===== config.mk =====
export PLATFORM = sky130hd
export DESIGN_NAME = signed16_alu_booth_divide
export DESIGN_NICKNAME = d
export VERILOG_FILES = /design/src/sv/sba_pkg.sv /design/src/sv/sba_datapath.sv /design/src/sv/sba_ctrl.sv /design/src/sv/signed16_alu_booth_divide.sv
export SDC_FILE = /design/constraint.sdc
export NUM_CORES = 1
export LEC_CHECK = 0
export ABC_AREA = 1
export BUFFER_PORTS_ARGS = -buffer_cell sky130_fd_sc_hd__clkbuf_2
export CAP_MARGIN = 20
export CORE_MARGIN = 2
export CORE_UTILIZATION = 55
export CTS_CLUSTER_DIAMETER = 100
export DETAILED_ROUTE_END_ITERATION = 16
export GPL_TIMING_DRIVEN = 0
export PLACE_DENSITY_LB_ADDON = 0.12
export SLEW_MARGIN = 20
export SYNTH_ARGS = -nofsm -noshare
export SYNTH_HDL_FRONTEND = slang
export SYNTH_SLANG_ARGS = --single-unit

===== constraint.sdc =====
create_clock -name clock -period 4.2 [get_ports clock]
set_input_delay 0.21 -clock clock [delete_from_list [all_inputs] [get_ports clock]]
set_output_delay 0.21 -clock clock [all_outputs]
set_load 0.03 [all_outputs]

===== src/sv/sba_pkg.sv =====
// ----------------------------------------------------------------------------
// sba_pkg
// Shared types and constants for the signed arithmetic unit: beat layouts,
// operation and status codes, and the micro-operations of the shared adder.
// ----------------------------------------------------------------------------
package sba_pkg;

   // operand and result width
   localparam int DATA_WIDTH = 16;
   // booth accumulator carries two guard bits
   localparam int ACC_WIDTH  = DATA_WIDTH + 2;
   // step counter for one pass per operand bit
   localparam int CNT_WIDTH  = $clog2(DATA_WIDTH);

   // operation codes
   localparam logic [1:0] OP_ADD = 2'd0;
   localparam logic [1:0] OP_SUB = 2'd1;
   localparam logic [1:0] OP_MUL = 2'd2;
   localparam logic [1:0] OP_DIV = 2'd3;

   // status codes
   localparam logic [1:0] STAT_OK   = 2'd0;
   localparam logic [1:0] STAT_OVF  = 2'd1;
   localparam logic [1:0] STAT_DIV0 = 2'd2;

   // request beat
   typedef struct packed {
      logic [1:0]                   req_type;
      logic signed [DATA_WIDTH-1:0] operand_a;
      logic signed [DATA_WIDTH-1:0] operand_b;
   } req_beat_type;

   // response beat
   typedef struct packed {
      logic signed [DATA_WIDTH-1:0] result;
      logic [1:0]                   status;
   } rsp_beat_type;

   // datapath micro-operations
   typedef enum logic [3:0] {
      UOP_NONE       = 4'd0,
      UOP_LOAD_ARITH = 4'd1,
      UOP_LOAD_MUL   = 4'd2,
      UOP_LOAD_DIV   = 4'd3,
      UOP_LOAD_DIV0  = 4'd4,
      UOP_ARITH      = 4'd5,
      UOP_MUL_STEP   = 4'd6,
      UOP_MUL_FIN    = 4'd7,
      UOP_NEG_A      = 4'd8,
      UOP_NEG_B      = 4'd9,
      UOP_DIV_STEP   = 4'd10,
      UOP_DIV_FIX    = 4'd11
   } uop_type;

   // sequencer to datapath and output stage
   typedef struct packed {
      uop_type uop;
      logic    push;
      logic    busy;
   } ctrl_type;

endpackage


===== src/sv/sba_datapath.sv =====
// ----------------------------------------------------------------------------
// sba_datapath
// Working registers and the one shared adder/subtractor. Add and subtract use
// it once, booth multiply and restoring divide use it once per operand bit,
// and the divide sign handling borrows it for the negations.
// ----------------------------------------------------------------------------
module sba_datapath (
   input  logic                  clock,
   input  sba_pkg::uop_type      uop,
   input  sba_pkg::req_beat_type req_data,
   output sba_pkg::rsp_beat_type res_data
);
   import sba_pkg::*;

   logic [ACC_WIDTH-1:0]  acc_ff, acc_in;
   logic [ACC_WIDTH-1:0]  mag_ff, mag_in;
   logic [DATA_WIDTH-1:0] low_ff, low_in;
   logic                  bit_ff, bit_in;
   logic                  flag_ff, flag_in;
   logic [DATA_WIDTH-1:0] res_ff, res_in;
   logic [1:0]            stat_ff, stat_in;

   logic [ACC_WIDTH-1:0]  add_x, add_y, add_sum, step_val, rem_shift;
   logic                  add_sub;
   logic [DATA_WIDTH:0]   prod_top;
   logic                  a_neg, b_neg;

   assign a_neg = req_data.operand_a[DATA_WIDTH-1];
   assign b_neg = req_data.operand_b[DATA_WIDTH-1];

   // partial remainder shifted left with the next dividend bit
   assign rem_shift = {1'b0, acc_ff[DATA_WIDTH-1:0], low_ff[DATA_WIDTH-1]};

   // operand select for the shared adder
   always_comb begin
      add_x   = '0;
      add_y   = '0;
      add_sub = 1'b0;
      case (uop)
         UOP_ARITH: begin
            add_x   = acc_ff;
            add_y   = mag_ff;
            add_sub = flag_ff;
         end
         UOP_MUL_STEP: begin
            add_x   = acc_ff;
            add_y   = mag_ff;
            add_sub = low_ff[0];
         end
         UOP_NEG_A: begin
            add_y   = {{2{low_ff[DATA_WIDTH-1]}}, low_ff};
            add_sub = 1'b1;
         end
         UOP_NEG_B: begin
            add_y   = mag_ff;
            add_sub = 1'b1;
         end
         UOP_DIV_STEP: begin
            add_x   = rem_shift;
            add_y   = mag_ff;
            add_sub = 1'b1;
         end
         UOP_DIV_FIX: begin
            add_y   = {2'b00, low_ff};
            add_sub = 1'b1;
         end
         default: begin
            add_sub = 1'b0;
         end
      endcase
   end

   // shared adder
   assign add_sum = add_x + (add_y ^ {ACC_WIDTH{add_sub}}) + ACC_WIDTH'(add_sub);

   // booth: add, subtract or keep depending on the recoded bit pair
   assign step_val = (low_ff[0] ^ bit_ff) ? add_sum : acc_ff;

   // product bits that must all match the result sign
   assign prod_top = {acc_ff[DATA_WIDTH-1:0], low_ff[DATA_WIDTH-1]};

   // register updates
   always_comb begin
      acc_in  = acc_ff;
      mag_in  = mag_ff;
      low_in  = low_ff;
      bit_in  = bit_ff;
      flag_in = flag_ff;
      res_in  = res_ff;
      stat_in = stat_ff;
      case (uop)
         UOP_LOAD_ARITH: begin
            acc_in  = {{2{a_neg}}, req_data.operand_a};
            mag_in  = {{2{b_neg}}, req_data.operand_b};
            flag_in = (req_data.req_type == OP_SUB);
         end
         UOP_LOAD_MUL: begin
            acc_in = '0;
            low_in = req_data.operand_b;
            bit_in = 1'b0;
            mag_in = {{2{a_neg}}, req_data.operand_a};
         end
         UOP_LOAD_DIV: begin
            acc_in  = '0;
            low_in  = req_data.operand_a;
            mag_in  = {{2{b_neg}}, req_data.operand_b};
            flag_in = a_neg ^ b_neg;
         end
         UOP_LOAD_DIV0: begin
            res_in  = '0;
            stat_in = STAT_DIV0;
         end
         UOP_ARITH: begin
            res_in  = add_sum[DATA_WIDTH-1:0];
            stat_in = (add_sum[DATA_WIDTH] != add_sum[DATA_WIDTH-1]) ? STAT_OVF : STAT_OK;
         end
         UOP_MUL_STEP: begin
            acc_in = {step_val[ACC_WIDTH-1], step_val[ACC_WIDTH-1:1]};
            low_in = {step_val[0], low_ff[DATA_WIDTH-1:1]};
            bit_in = low_ff[0];
         end
         UOP_MUL_FIN: begin
            res_in  = low_ff;
            stat_in = ((&prod_top) || !(|prod_top)) ? STAT_OK : STAT_OVF;
         end
         UOP_NEG_A: begin
            if (low_ff[DATA_WIDTH-1]) begin
               low_in = add_sum[DATA_WIDTH-1:0];
            end
         end
         UOP_NEG_B: begin
            if (mag_ff[ACC_WIDTH-1]) begin
               mag_in = add_sum;
            end
         end
         UOP_DIV_STEP: begin
            acc_in = add_sum[ACC_WIDTH-1] ? rem_shift : add_sum;
            low_in = {low_ff[DATA_WIDTH-2:0], ~add_sum[ACC_WIDTH-1]};
         end
         UOP_DIV_FIX: begin
            res_in  = flag_ff ? add_sum[DATA_WIDTH-1:0] : low_ff;
            stat_in = (!flag_ff && low_ff[DATA_WIDTH-1]) ? STAT_OVF : STAT_OK;
         end
         default: begin
            res_in = res_ff;
         end
      endcase
   end

   // working registers, payload only
   always_ff @(posedge clock) begin
      acc_ff  <= acc_in;
      mag_ff  <= mag_in;
      low_ff  <= low_in;
      bit_ff  <= bit_in;
      flag_ff <= flag_in;
      res_ff  <= res_in;
      stat_ff <= stat_in;
   end

   assign res_data.result = res_ff;
   assign res_data.status = stat_ff;

endmodule


===== src/sv/sba_ctrl.sv =====
// ----------------------------------------------------------------------------
// sba_ctrl
// Sequencer for the shared adder: picks the micro-operation per cycle, counts
// the per-bit steps of multiply and divide, and hands off the finished beat.
// ----------------------------------------------------------------------------
module sba_ctrl (
   input  logic                  clock,
   input  logic                  reset,
   input  logic                  req_valid,
   input  sba_pkg::req_beat_type req_data,
   input  logic                  out_free,
   output sba_pkg::ctrl_type     ctrl
);
   import sba_pkg::*;

   typedef enum logic [8:0] {
      ST_IDLE   = 9'b000000001,
      ST_ARITH  = 9'b000000010,
      ST_MUL    = 9'b000000100,
      ST_MULFIN = 9'b000001000,
      ST_NEGA   = 9'b000010000,
      ST_NEGB   = 9'b000100000,
      ST_DIV    = 9'b001000000,
      ST_DIVFIX = 9'b010000000,
      ST_FINISH = 9'b100000000
   } state_type;

   state_type            state_ff, state_in;
   logic [CNT_WIDTH-1:0] cnt_ff, cnt_in;
   logic                 cnt_last;

   assign cnt_last = (cnt_ff == CNT_WIDTH'(DATA_WIDTH - 1));

   // next state and micro-operation
   always_comb begin
      state_in  = state_ff;
      cnt_in    = cnt_ff;
      ctrl.uop  = UOP_NONE;
      ctrl.push = 1'b0;
      ctrl.busy = 1'b1;
      unique case (state_ff)
         ST_IDLE: begin
            ctrl.busy = 1'b0;
            cnt_in    = '0;
            if (req_valid) begin
               case (req_data.req_type)
                  OP_ADD, OP_SUB: begin
                     ctrl.uop = UOP_LOAD_ARITH;
                     state_in = ST_ARITH;
                  end
                  OP_MUL: begin
                     ctrl.uop = UOP_LOAD_MUL;
                     state_in = ST_MUL;
                  end
                  default: begin
                     if (req_data.operand_b == '0) begin
                        ctrl.uop = UOP_LOAD_DIV0;
                        state_in = ST_FINISH;
                     end else begin
                        ctrl.uop = UOP_LOAD_DIV;
                        state_in = ST_NEGA;
                     end
                  end
               endcase
            end
         end
         ST_ARITH: begin
            ctrl.uop = UOP_ARITH;
            state_in = ST_FINISH;
         end
         ST_MUL: begin
            ctrl.uop = UOP_MUL_STEP;
            cnt_in   = cnt_ff + 1'b1;
            if (cnt_last) begin
               cnt_in   = '0;
               state_in = ST_MULFIN;
            end
         end
         ST_MULFIN: begin
            ctrl.uop = UOP_MUL_FIN;
            state_in = ST_FINISH;
         end
         ST_NEGA: begin
            ctrl.uop = UOP_NEG_A;
            state_in = ST_NEGB;
         end
         ST_NEGB: begin
            ctrl.uop = UOP_NEG_B;
            state_in = ST_DIV;
         end
         ST_DIV: begin
            ctrl.uop = UOP_DIV_STEP;
            cnt_in   = cnt_ff + 1'b1;
            if (cnt_last) begin
               cnt_in   = '0;
               state_in = ST_DIVFIX;
            end
         end
         ST_DIVFIX: begin
            ctrl.uop = UOP_DIV_FIX;
            state_in = ST_FINISH;
         end
         ST_FINISH: begin
            if (out_free) begin
               ctrl.push = 1'b1;
               state_in  = ST_IDLE;
            end
         end
         default: begin
            state_in = ST_IDLE;
         end
      endcase
   end

   // state registers
   always_ff @(posedge clock) begin
      if (reset) begin
         state_ff <= ST_IDLE;
         cnt_ff   <= '0;
      end else begin
         state_ff <= state_in;
         cnt_ff   <= cnt_in;
      end
   end

   // step counter idles at zero
   a_cnt_idle: assert property (@(posedge clock) disable iff (reset)
      (state_ff == ST_IDLE || state_ff == ST_NEGA || state_ff == ST_FINISH) |-> (cnt_ff == '0))
      else $error("step counter not at zero outside a step loop");

   // a step loop only ends after its last step
   a_loop_len: assert property (@(posedge clock) disable iff (reset)
      (state_ff == ST_MULFIN || state_ff == ST_DIVFIX) |-> $past(cnt_last))
      else $error("step loop left early");

endmodule


===== src/sv/signed16_alu_booth_divide.sv =====
// ----------------------------------------------------------------------------
// signed16_alu_booth_divide
// Signed two's complement add, subtract, booth multiply and restoring divide
// with one result beat and a status per request.
// ----------------------------------------------------------------------------
// One request is in work at a time and req_stall is high during reset and
// until the result of the request in work is handed to the output register.
// Add and subtract use the one shared adder once, multiply and divide use it
// once per operand bit, and divide adds the operand negations before its steps
// and a quotient sign fix after them; a divide by zero goes straight to the
// output hand-off. The output register frees the input side: a new request is
// taken while a result still waits on rsp_stall. Status is ok, overflow (result
// keeps the low bits of the true value) or divide by zero (result is zero).
// ----------------------------------------------------------------------------
module signed16_alu_booth_divide (
   input  logic                  clock,
   input  logic                  reset,
   input  logic                  req_valid,
   output logic                  req_stall,
   input  sba_pkg::req_beat_type req_data,
   output logic                  rsp_valid,
   input  logic                  rsp_stall,
   output sba_pkg::rsp_beat_type rsp_data
);
   import sba_pkg::*;

   ctrl_type     ctrl;
   rsp_beat_type res_data;
   logic         out_free;
   logic         rsp_valid_ff, rsp_valid_in;
   rsp_beat_type rsp_data_ff, rsp_data_in;

   assign out_free  = !rsp_valid_ff || !rsp_stall;
   assign req_stall = ctrl.busy || reset;

   // sequencer
   sba_ctrl u_ctrl (
      .clock     (clock),
      .reset     (reset),
      .req_valid (req_valid),
      .req_data  (req_data),
      .out_free  (out_free),
      .ctrl      (ctrl)
   );

   // shared adder and working registers
   sba_datapath u_datapath (
      .clock    (clock),
      .uop      (ctrl.uop),
      .req_data (req_data),
      .res_data (res_data)
   );

   // output register
   always_comb begin
      rsp_valid_in = rsp_valid_ff;
      rsp_data_in  = rsp_data_ff;
      if (ctrl.push) begin
         rsp_valid_in = 1'b1;
         rsp_data_in  = res_data;
      end else if (!rsp_stall) begin
         rsp_valid_in = 1'b0;
      end
   end

   always_ff @(posedge clock) begin
      if (reset) begin
         rsp_valid_ff <= 1'b0;
      end else begin
         rsp_valid_ff <= rsp_valid_in;
      end
      rsp_data_ff <= rsp_data_in;
   end

   assign rsp_valid = rsp_valid_ff;
   assign rsp_data  = rsp_data_ff;

   // a finished beat never overwrites one still waiting
   a_no_overwrite: assert property (@(posedge clock) disable iff (reset)
      ctrl.push |-> out_free)
      else $error("result pushed over a stalled beat");

   // a pushed beat shows up on the output
   a_push_shows: assert property (@(posedge clock) disable iff (reset)
      ctrl.push |=> (rsp_valid && rsp_data == $past(res_data)))
      else $error("pushed result not presented");

endmodule

==> results.py <==
metrics = {
    "sta": {
        "fmax_mhz": 245,
        "period_needed_ns": 4.08,
        "relSlewSlack": 0.331,
        "worst_pin_slew_ns": 0.996,
        "setup_viol": 0,
        "report.final.slew_viol_count": 0,
        "hold_violations": 0,
        "rsz0062_at_grt": "yes",
        "hold_ws_ns": 0.0884,
        "finalCritPeriodShare": 0.972,
        "clock_skew_ns": 0.0104,
    },
    "min_path": {
        "min_path_type": "primary input to register",
    },
    "logic_synthesis": {
        "yosysTopAreaCell": "edfxtp_1",
        "synth_top_area_frac": 0.372,
        "avgSynthCellArea_um2": 8.02,
        "synth_cell_type_count": 49,
        "ys_top_cells_by_area": "edfxtp_1 (37%), nand2_1 (9.8%), inv_1 (5.7%)",
        "ys_seq_area_frac": 0.411,
        "syn-num-nets": 962,
        "syn_area_um2": 7260,
        "yosysWarnings": 0,
        "synth-seq-cells": 104,
        "netlist_instances": 906,
    },
    "worst_setup_path": {
        "worstPathRequired_ns": 4.29,
        "critPathMaxFanout": 10,
        "start_kind": "register",
        "endpoint_kind": "register",
        "crit_arrival_ns": 4.17,
        "critPathKind": "register to register",
    },
    "grt": {
        "grt_util_met1": 0.514,
        "grt-busiest-layer": "met2",
        "grt_pass1_wl_um": 39400,
        "met2_usage": 0.546,
        "antenna_found_initial": 0,
        "gr-usage-met3": 0.0958,
        "grt_max_degree": 20,
        "grt_overflow": 0,
        "grt_pass1_vias": 6803,
        "track_usage": 0.372,
    },
    "cts": {
        "clockRootBuffer": "clkbuf_16",
        "cts_hold_buffers": 0,
        "htreeDepth": 3,
        "cts_tree": "yes",
        "cts_num_sinks": 104,
        "clk_latency_ns": 0.36,
        "clkSlewWorstSetupHoldPaths_ns": 0.08,
        "cts_buffers": 9,
        "clockBufferDepth": 2,
    },
    "cells_and_area": {
        "utilization": 0.661,
        "final_common_cell": "nand2_1",
        "instances_no_fill": 1164,
        "drive_gt1_frac": 0.192,
        "final_cell_mix": "nand2_1 (187), inv_1 (111), edfxtp_1 (90), nand3_1 (70), clkbuf_2 (60)",
        "nets": 1043,
        "antennaDiodeCount": 0,
        "syn_to_final_growth_pct": 16.3,
        "fin_area_um2": 8450,
    },
    "placement": {
        "portBuffers": 56,
        "dp_cells": 1136,
        "dpl-instance-area_um2": 7790,
        "gp_congestion": 1.05,
        "hpwl_um": 19900,
    },
    "routing": {
        "vias": 7415,
        "drt-vias-per-instance": 6.37,
        "drt-total-wl_um": 26000,
        "drc": 0,
        "routedWlPerCell_um": 22.4,
        "drt-initial-drc-count": 1107,
        "drtPass1Iterations": 6,
        "ant_nets": 0,
    },
    "power_and_ir_drop": {
        "p_leak_nw": 3.55,
        "total_power_mw": 6.22,
        "p_per_area_nw_per_um2": 736,
        "ir_drop_mv": 0.436,
    },
    "die": {
        "core_area_um2": 12800,
        "initial_core_util": 0.569,
        "die_area_um2": 14100,
        "io_pins": 58,
        "fp.dieH_um": 119,
        "chipWidth_um": 119,
        "row_count": 41,
    },
    "status": {
        "outcome": "finished, final reports clean",
    },
    "run": {
        "drv_cap": 0,
    },
}
[Yosys cell counts (all sizes together)]
cell	instances
nor3	11
dfxtp	14
o21ai	43
o32ai	6
o21a	4
a221oi	2
or2	2
nand4	8
a21oi	50
buf	7
o2111ai	1
nand3b	3
clkinv	4
nor2	59
fa	1
ha	17
a31oi	5
edfxtp	90
a22oi	22
o22ai	34
o221ai	16
inv	126
and2	2
xnor2	7
o31ai	2
a211oi	3
xor2	22
clkbuf	20
nand3	76
nand2	215
nor4	11
o211ai	23
[cell families after synthesis]
| kind of cell | synth area share |
|---|---|
| AO/OA/AOI/OAI | 0.186 |
| XOR/XNOR | 0.0381 |
| adder cells (fa/ha/maj) | 0.0320 |
| buffers and inverters | 0.0853 |
| flip-flops | 0.411 |
| AND/OR/NAND/NOR | 0.247 |
[report_power, final]
group | switching, mW | internal [mW] | total [mW]
clock network | 0.416 | 0.541 | 0.957
logic | 2.44 | 0.963 | 3.40
registers | 0.225 | 1.63 | 1.86
total | 3.08 | 3.14 | 6.22
[path summary, 6_finish.rpt]
kind | startpoint | end | slack [ns] | cells after the start
worst max register to register | u_ctrl.state_ff[7] | u_datapath.acc_ff[7] | 0.12 | 16
worst min-delay path | req_data[33] | u_ctrl.state_ff[1] | 0.09 | 2
worst max-delay path | u_ctrl.state_ff[7] | u_datapath.acc_ff[7] | 0.12 | 16
worst min register to register | u_datapath.res_ff[2] | rsp_data[4] | 0.42 | 0
[critical path, cell delays in order, from the launching register on]
cell,delay (ns)
dfxtp_1,0.35
inv_1,0.08
nand2_1,0.05
nor2_1,0.28
nand2_2,0.27
clkbuf_2,0.27
clkbuf_2,0.22
o22ai_1,0.28
ha_1,0.32
buf_4,0.16
a21oi_1,0.13
o21a_1,0.11
nand2_1,0.10
xnor2_1,0.80
nand2_1,0.13
o211ai_1,0.13
nand3_1,0.13
[metrics by stage]
step           setup WS, ns  setup TNS, ns
2_1_floorplan         0.624              0
3_3_place_gp         -0.520         -10.99
3_5_place_dp         -0.493         -10.55
4_1_cts             0.00136              0
5_1_grt             -0.0666         -0.142
6_report              0.119              0
[flip-flops by register name, summed over array words and instances (netlist names)]
| signal | count |
|---|---|
| u_datapath.mag_ff | 18 |
| u_datapath.acc_ff | 18 |
| rsp_data | 18 |
| u_ctrl.cnt_ff | 4 |
| rsp_valid | 1 |
| u_datapath.bit_ff | 1 |
| u_datapath.res_ff | 16 |
| u_datapath.stat_ff | 2 |
| u_ctrl.state_ff | 9 |
| u_datapath.low_ff | 16 |
| u_datapath.flag_ff | 1 |
[metal layers]
metal	share of wire	vias to the layer above
met2	0.42	564
met1	0.39	3400
li1	-	3346
met3	0.13	105
met5	0	-
met4	0.054	0
[cell type report]
type | count | area [um2]
timing repair buffer | 71 | 413
clock buffer | 10 | 229
fill | 1108 | 4330
tap | 172 | 215
sequential | 104 | 2980
inverter | 130 | 499
multi-input combinational | 645 | 3850
clock inverter | 6 | 110
buffer | 26 | 143
[repair_timing]
item / in CTS / in global routing
gates cloned: 0 / 0
pin swaps: 1 / 9
setup buffers: 3 / 10
resized for setup: 11 / 45
endpoints found under the setup margin: 43 / 46
(Power assumes the default switching activity.)
